## config.mk

```make
export PLATFORM = sky130hd
export DESIGN_NAME = tgr_queue
export DESIGN_NICKNAME = d
export VERILOG_FILES = /design/src/sv/tgr_pkg.sv /design/src/sv/tgr_queue.sv
export SDC_FILE = /design/constraint.sdc
export NUM_CORES = 1
export LEC_CHECK = 0
export CAP_MARGIN = 20
export CORE_AREA = 2 2 537 539
export DETAILED_ROUTE_END_ITERATION = 6
export DIE_AREA = 0 0 539 541
export DONT_BUFFER_PORTS = 1
export PLACE_DENSITY = 0.3
export SLEW_MARGIN = 5
export SYNTH_ARGS = -nofsm -noshare
export SYNTH_HDL_FRONTEND = slang
export SYNTH_SLANG_ARGS = --single-unit
```

## constraint.sdc

```tcl
create_clock -name aclk -period 45.8 [get_ports aclk]
set_input_delay 2.29 -clock aclk [delete_from_list [all_inputs] [get_ports aclk]]
set_output_delay 2.29 -clock aclk [all_outputs]
set_load 0.005 [all_outputs]
```

## src/sv/tgr_pkg.sv

```systemverilog
// Shared types, widths and constants of the triangle grid rasterizer.
package tgr_pkg;

    localparam int MAX_SPAN = 8;
    localparam int GRID_MAX = 4096;

    localparam int CW  = 32;                      // coordinate / depth width
    localparam int DW  = CW + 1;                  // vertex difference width
    localparam int LW  = CW + 2;                  // cell number width
    localparam int QW  = CW + 3;                  // corner offset width
    localparam int MW  = QW + 1;                  // multiplier operand width
    localparam int WW  = 2 * MW;                  // weight width
    localparam int SW  = WW + DW + 1;             // weighted depth sum width
    localparam int QDW = CW + 2;                  // depth quotient bits
    localparam int SPW = $clog2(MAX_SPAN + 1);    // span count width
    localparam int GW  = $clog2(GRID_MAX) + 1;    // grid size width
    localparam int PW  = 31;                      // pitch width
    localparam int IW  = 24;                      // cell index width

    typedef struct packed {
        logic signed [CW-1:0] origin_x;
        logic signed [CW-1:0] origin_y;
        logic [PW-1:0]        pitch;
        logic [GW-1:0]        cols;
        logic [GW-1:0]        rows;
    } cfg_t;

    // One classified triangle, handed from the front to the back
    typedef struct packed {
        logic                 ovf;
        logic signed [LW-1:0] lx;
        logic signed [LW-1:0] ly;
        logic [SPW-1:0]       nx;
        logic [SPW-1:0]       ny;
        logic signed [WW-1:0] area;
        logic signed [WW-1:0] wa0;
        logic signed [WW-1:0] wb0;
        logic signed [WW-1:0] dax;
        logic signed [WW-1:0] day;
        logic signed [WW-1:0] dbx;
        logic signed [WW-1:0] dby;
        logic signed [DW-1:0] dza;
        logic signed [DW-1:0] dzb;
        logic signed [CW-1:0] cz;
    } desc_t;

endpackage

```

## src/sv/tgr_queue.sv

```systemverilog
// Two-entry queue of triangle descriptors between front and back.
module tgr_queue (
    input  logic           aclk,
    input  logic           aresetn,
    input  logic           push_valid,
    output logic           push_ready,
    input  tgr_pkg::desc_t push_desc,
    output logic           pop_valid,
    input  logic           pop_ready,
    output tgr_pkg::desc_t pop_desc
);

    tgr_pkg::desc_t slot_reg [2];
    logic           wr_ptr_reg, rd_ptr_reg;
    logic [1:0]     count_reg;
    logic           do_push, do_pop;

    assign push_ready = (count_reg != 2'd2);
    assign pop_valid  = (count_reg != 2'd0);
    assign pop_desc   = slot_reg[rd_ptr_reg];
    assign do_push    = push_valid && push_ready;
    assign do_pop     = pop_valid && pop_ready;

    always_ff @(posedge aclk) begin
        if (!aresetn) begin
            wr_ptr_reg <= 1'b0;
            rd_ptr_reg <= 1'b0;
            count_reg  <= '0;
        end else begin
            if (do_push) begin
                slot_reg[wr_ptr_reg] <= push_desc;
                wr_ptr_reg           <= ~wr_ptr_reg;
            end
            if (do_pop) begin
                rd_ptr_reg <= ~rd_ptr_reg;
            end
            if (do_push && !do_pop) begin
                count_reg <= count_reg + 2'd1;
            end else if (do_pop && !do_push) begin
                count_reg <= count_reg - 2'd1;
            end
        end
    end

endmodule

```

==> impl_results.rst <==
.. list-table::
   :header-rows: 1

   * - Metric
     - Value
   * - Count of flip-flops with a built-in enable after synthesis
     - 1358
   * - Number of post-CTS setup repair buffers
     - 0
   * - RSZ-0062 raised after global routing
     - false
   * - Clk Latency, worst-skew pair
     - 0.81 ns
   * - Dominant register cell in the synthesized netlist
     - sky130_fd_sc_hd__edfxtp_1
   * - Endpoints failing setup
     - 0
   * - Chip Height
     - 541 um
   * - XOR/XNOR share of the synthesized area
     - 0.000517
   * - Non-filler instance count after layout
     - 6195
   * - Sinks on the clock net
     - 1363
   * - Highest net fanout along the worst path
     - 47
   * - Combinational family with the most area after synthesis
     - multiplexers
   * - Post-detailed-route via-to-cell ratio
     - 3.43
   * - Transition at the pin with the smallest max-transition slack
     - 1.12 ns
   * - Row Count
     - 197
   * - Max Slew Vio Count
     - 0
   * - Max Freq
     - 0.128 GHz
   * - Relative area change from synthesis to final layout
     - 19.1%
   * - Clk_skew
     - 0.0491 ns
   * - Crit-path cells
     - buf_4, buf_4, buf_4, buf_4, buf_4, mux2_2
   * - Setup crit end kind
     - output pin
   * - Internal power
     - 2510 uW
   * - Wire length of the first global-routing pass
     - 218 mm
   * - Number of I/O port buffers
     - 0
   * - Total wire length after detailed routing
     - 170 mm
   * - Worst min path class
     - register to register
   * - Peak per-stage delay on the critical path
     - 0.77 ns
   * - Clock buffer depth
     - 4
   * - Number of cells on the worst reg-to-reg path
     - 9
   * - Number of distinct library cells after synthesis
     - 20
   * - Adder and majority gate portion of the synthesized area
     - 0.000246
   * - Global Route Usage Sum
     - 0.111
   * - Number of cells after detailed placement
     - 5884
   * - TritonCTS clock tree
     - done
   * - Antenna violations before repair
     - 77
   * - Logic gate share of total power
     - 0.181
   * - Register share of total power
     - 0.443
   * - Slowest cell on crit path
     - sky130_fd_sc_hd__buf_4
   * - Clock period minus worst slack
     - 7.82 ns
   * - Core Region
     - 286000 um2
   * - Width of the die
     - 539 um
   * - Max cap viols
     - 0
   * - Cell type with the highest aggregate area in the netlist
     - sky130_fd_sc_hd__edfxtp_1
   * - Share of total power consumed by net switching
     - 0.263
   * - Final estimated routing congestion in global placement
     - 0.811
   * - Overall Power
     - 3400 uW
   * - Part of the Yosys area used for sequential elements
     - 0.804
   * - Aggregate negative setup slack
     - 0 ns
   * - Die area
     - 292000 um2
   * - Synth Area per Inst
     - 23.8 um2
   * - Fraction of registers with async set or reset after synthesis
     - 0
   * - Worst vdd ir
     - 30.4 uV
   * - Part of the cycle the worst path needs
     - 0.171
   * - Number of flip-flops and latches in the synthesized netlist
     - 1363
   * - Required time of the critical path
     - 43.51 ns
   * - Flip-flop count of the largest register after layout
     - 1358
   * - DRC violations left
     - 0
   * - Root buffer selected by CTS
     - sky130_fd_sc_hd__clkbuf_16
   * - Number of nets with antenna violations after detailed routing
     - 0
   * - Number of top-level pins
     - 1364
   * - Critical path type
     - register to output pin
   * - Via count of the routed design
     - 21200
   * - Pre-antenna DRT Iters
     - 4
   * - Post-DR wirelength/cell
     - 27.5 um
   * - Proportion of netlist area held by the largest area contributor
     - 0.802
   * - Final design utilization
     - 0.211
   * - Clock power frac
     - 0.376
   * - Synth area leaders
     - sky130_fd_sc_hd__edfxtp_1, sky130_fd_sc_hd__mux2_4, sky130_fd_sc_hd__mux2_2
   * - Leading cell type by number of instances after synthesis
     - sky130_fd_sc_hd__edfxtp_1
   * - WP data arrival
     - 5.53 ns
   * - Area fraction in compound gates after synthesis
     - 0.000591
   * - Number of hold violations in the final report
     - 0
   * - Starting utilization of the core area
     - 0.177
   * - Result of the run
     - finished, final reports clean
   * - Vias in the first global route
     - 22400
   * - Slew margin rel.
     - 0.253
   * - # resized after CTS
     - 0
   * - Critical Path Start Type
     - register
   * - TritonCTS Buffers
     - 164
   * - Netlist area before placement
     - 50800 um2
   * - Synthesized-area fraction occupied by and/or/nand/nor cells
     - 0.00123
   * - Placed wire-length estimate after detailed placement
     - 132 mm
   * - Nets@finish
     - 2953
   * - Post-synthesis instance total
     - 2140
   * - Yosys warnings
     - 0
   * - Setup Slack @ Placement
     - 37.88 ns
   * - Mux contribution to synthesized area
     - 0.180
   * - Fin worst setup slack
     - 37.98 ns
   * - Most frequent cell on the critical path
     - sky130_fd_sc_hd__buf_4
   * - Proportion of layout cells with a drive suffix above 1
     - 0.397
   * - Overflow left after global routing
     - 0
   * - Post-Synthesis Net Count
     - 2824
   * - Largest net degree at the start of global routing
     - 100
   * - Post-synth top cells
     - sky130_fd_sc_hd__edfxtp_1, sky130_fd_sc_hd__mux2_4, sky130_fd_sc_hd__mux2_2, sky130_fd_sc_hd__buf_6, sky130_fd_sc_hd__buf_2
   * - Standby leakage power
     - 0.0192 uW
   * - Worst hold path depth
     - 2
   * - Number of hold-repair buffers added at the cts stage
     - 0
   * - Power density normalized to cell area
     - 56.2 nW/um2
   * - Reg clk slew, reported paths
     - 0.06 ns
   * - Net switching power
     - 893 uW
   * - Number of DRC violations after detailed-routing iteration 0
     - 1189
   * - CTS HTree Levels
     - 4
==> stage by stage <==
step / hold WS [ns] / area, um2
finish: 0.533 / 60600
global route: 0.581 / 60500
CTS: 0.525 / 60500
detailed placement: 0.510 / 55200
global placement: 0.510 / 55200
floorplan: 0.473 / 50800
==> critical path, delay by kind of cell, from the launching register on <==
family / cells / cell delay [ns]
buf+inv: 5 / 3.38
flops: 1 / 0.66
mux: 1 / 0.44
==> worst paths after layout <==
| check | endpoint | from | slack [ns] |
|---|---|---|---|
| setup / recovery | pop_desc[666] | register | 37.98 |
| hold / removal | count_reg[1] | count_reg[1] | 0.53 |
| setup reg to reg | slot_reg[0][103] | count_reg[0] | 39.48 |
| hold reg to reg | count_reg[1] | count_reg[1] | 0.53 |
==> cells in the final DEF, fill, tap and decap left out, types with 3 or more instances in the layout <==
master                       instances
sky130_fd_sc_hd__and2_1              3
sky130_fd_sc_hd__buf_4              37
sky130_fd_sc_hd__bufinv_16          17
sky130_fd_sc_hd__clkbuf_1           38
sky130_fd_sc_hd__clkbuf_16         167
sky130_fd_sc_hd__clkinv_1           27
sky130_fd_sc_hd__clkinv_2           28
sky130_fd_sc_hd__clkinv_4            5
sky130_fd_sc_hd__clkinv_8            3
sky130_fd_sc_hd__clkinvlp_4          3
sky130_fd_sc_hd__dfxtp_1             4
sky130_fd_sc_hd__diode_2            17
sky130_fd_sc_hd__edfxtp_1         1358
sky130_fd_sc_hd__inv_6               3
sky130_fd_sc_hd__mux2_2            279
sky130_fd_sc_hd__mux2_4            400
sky130_fd_sc_hd__o21ai_0             3
==> metal layers <==
layer  share of wire  global-route usage  up-vias
met3            0.17              0.0882      303
met1            0.30              0.0954    10800
met4           0.029              0.0369       76
met2            0.50               0.193     1211
met5          0.0030                   0        -
li1                -                   -     8863
==> kinds of logic (layout without fill, tap and decap cells) <==
group,Yosys count,after routing
flops,1363,1363
mux,679,679
compound gates,5,5
simple gates,11,11
other cells,0,17
buf+inv,78,335
xor+xnor,3,3
fa+ha+maj,1,1
==> power groups by stage <==
stage                     clock network [uW]  logic [uW]  registers, uW
after global placement                     0         642           1530
after CTS                               1330         646           1510
after global routing                    1370         657           1510
final                                   1280         617           1510
after detailed placement                   0         645           1530
after floorplan                            0         452           1630
==> layout make-up <==
type	count	area, um2
antenna	17	42.5
clock buffer	205	4320
clock inverter	89	963
fill	29700	226000
inverter	2	7.51
multi-input combinational	699	9290
sequential	1363	40900
tap	3781	4730
timing repair buffer	39	318
Note: power is estimated with default switching activity, not from simulation.
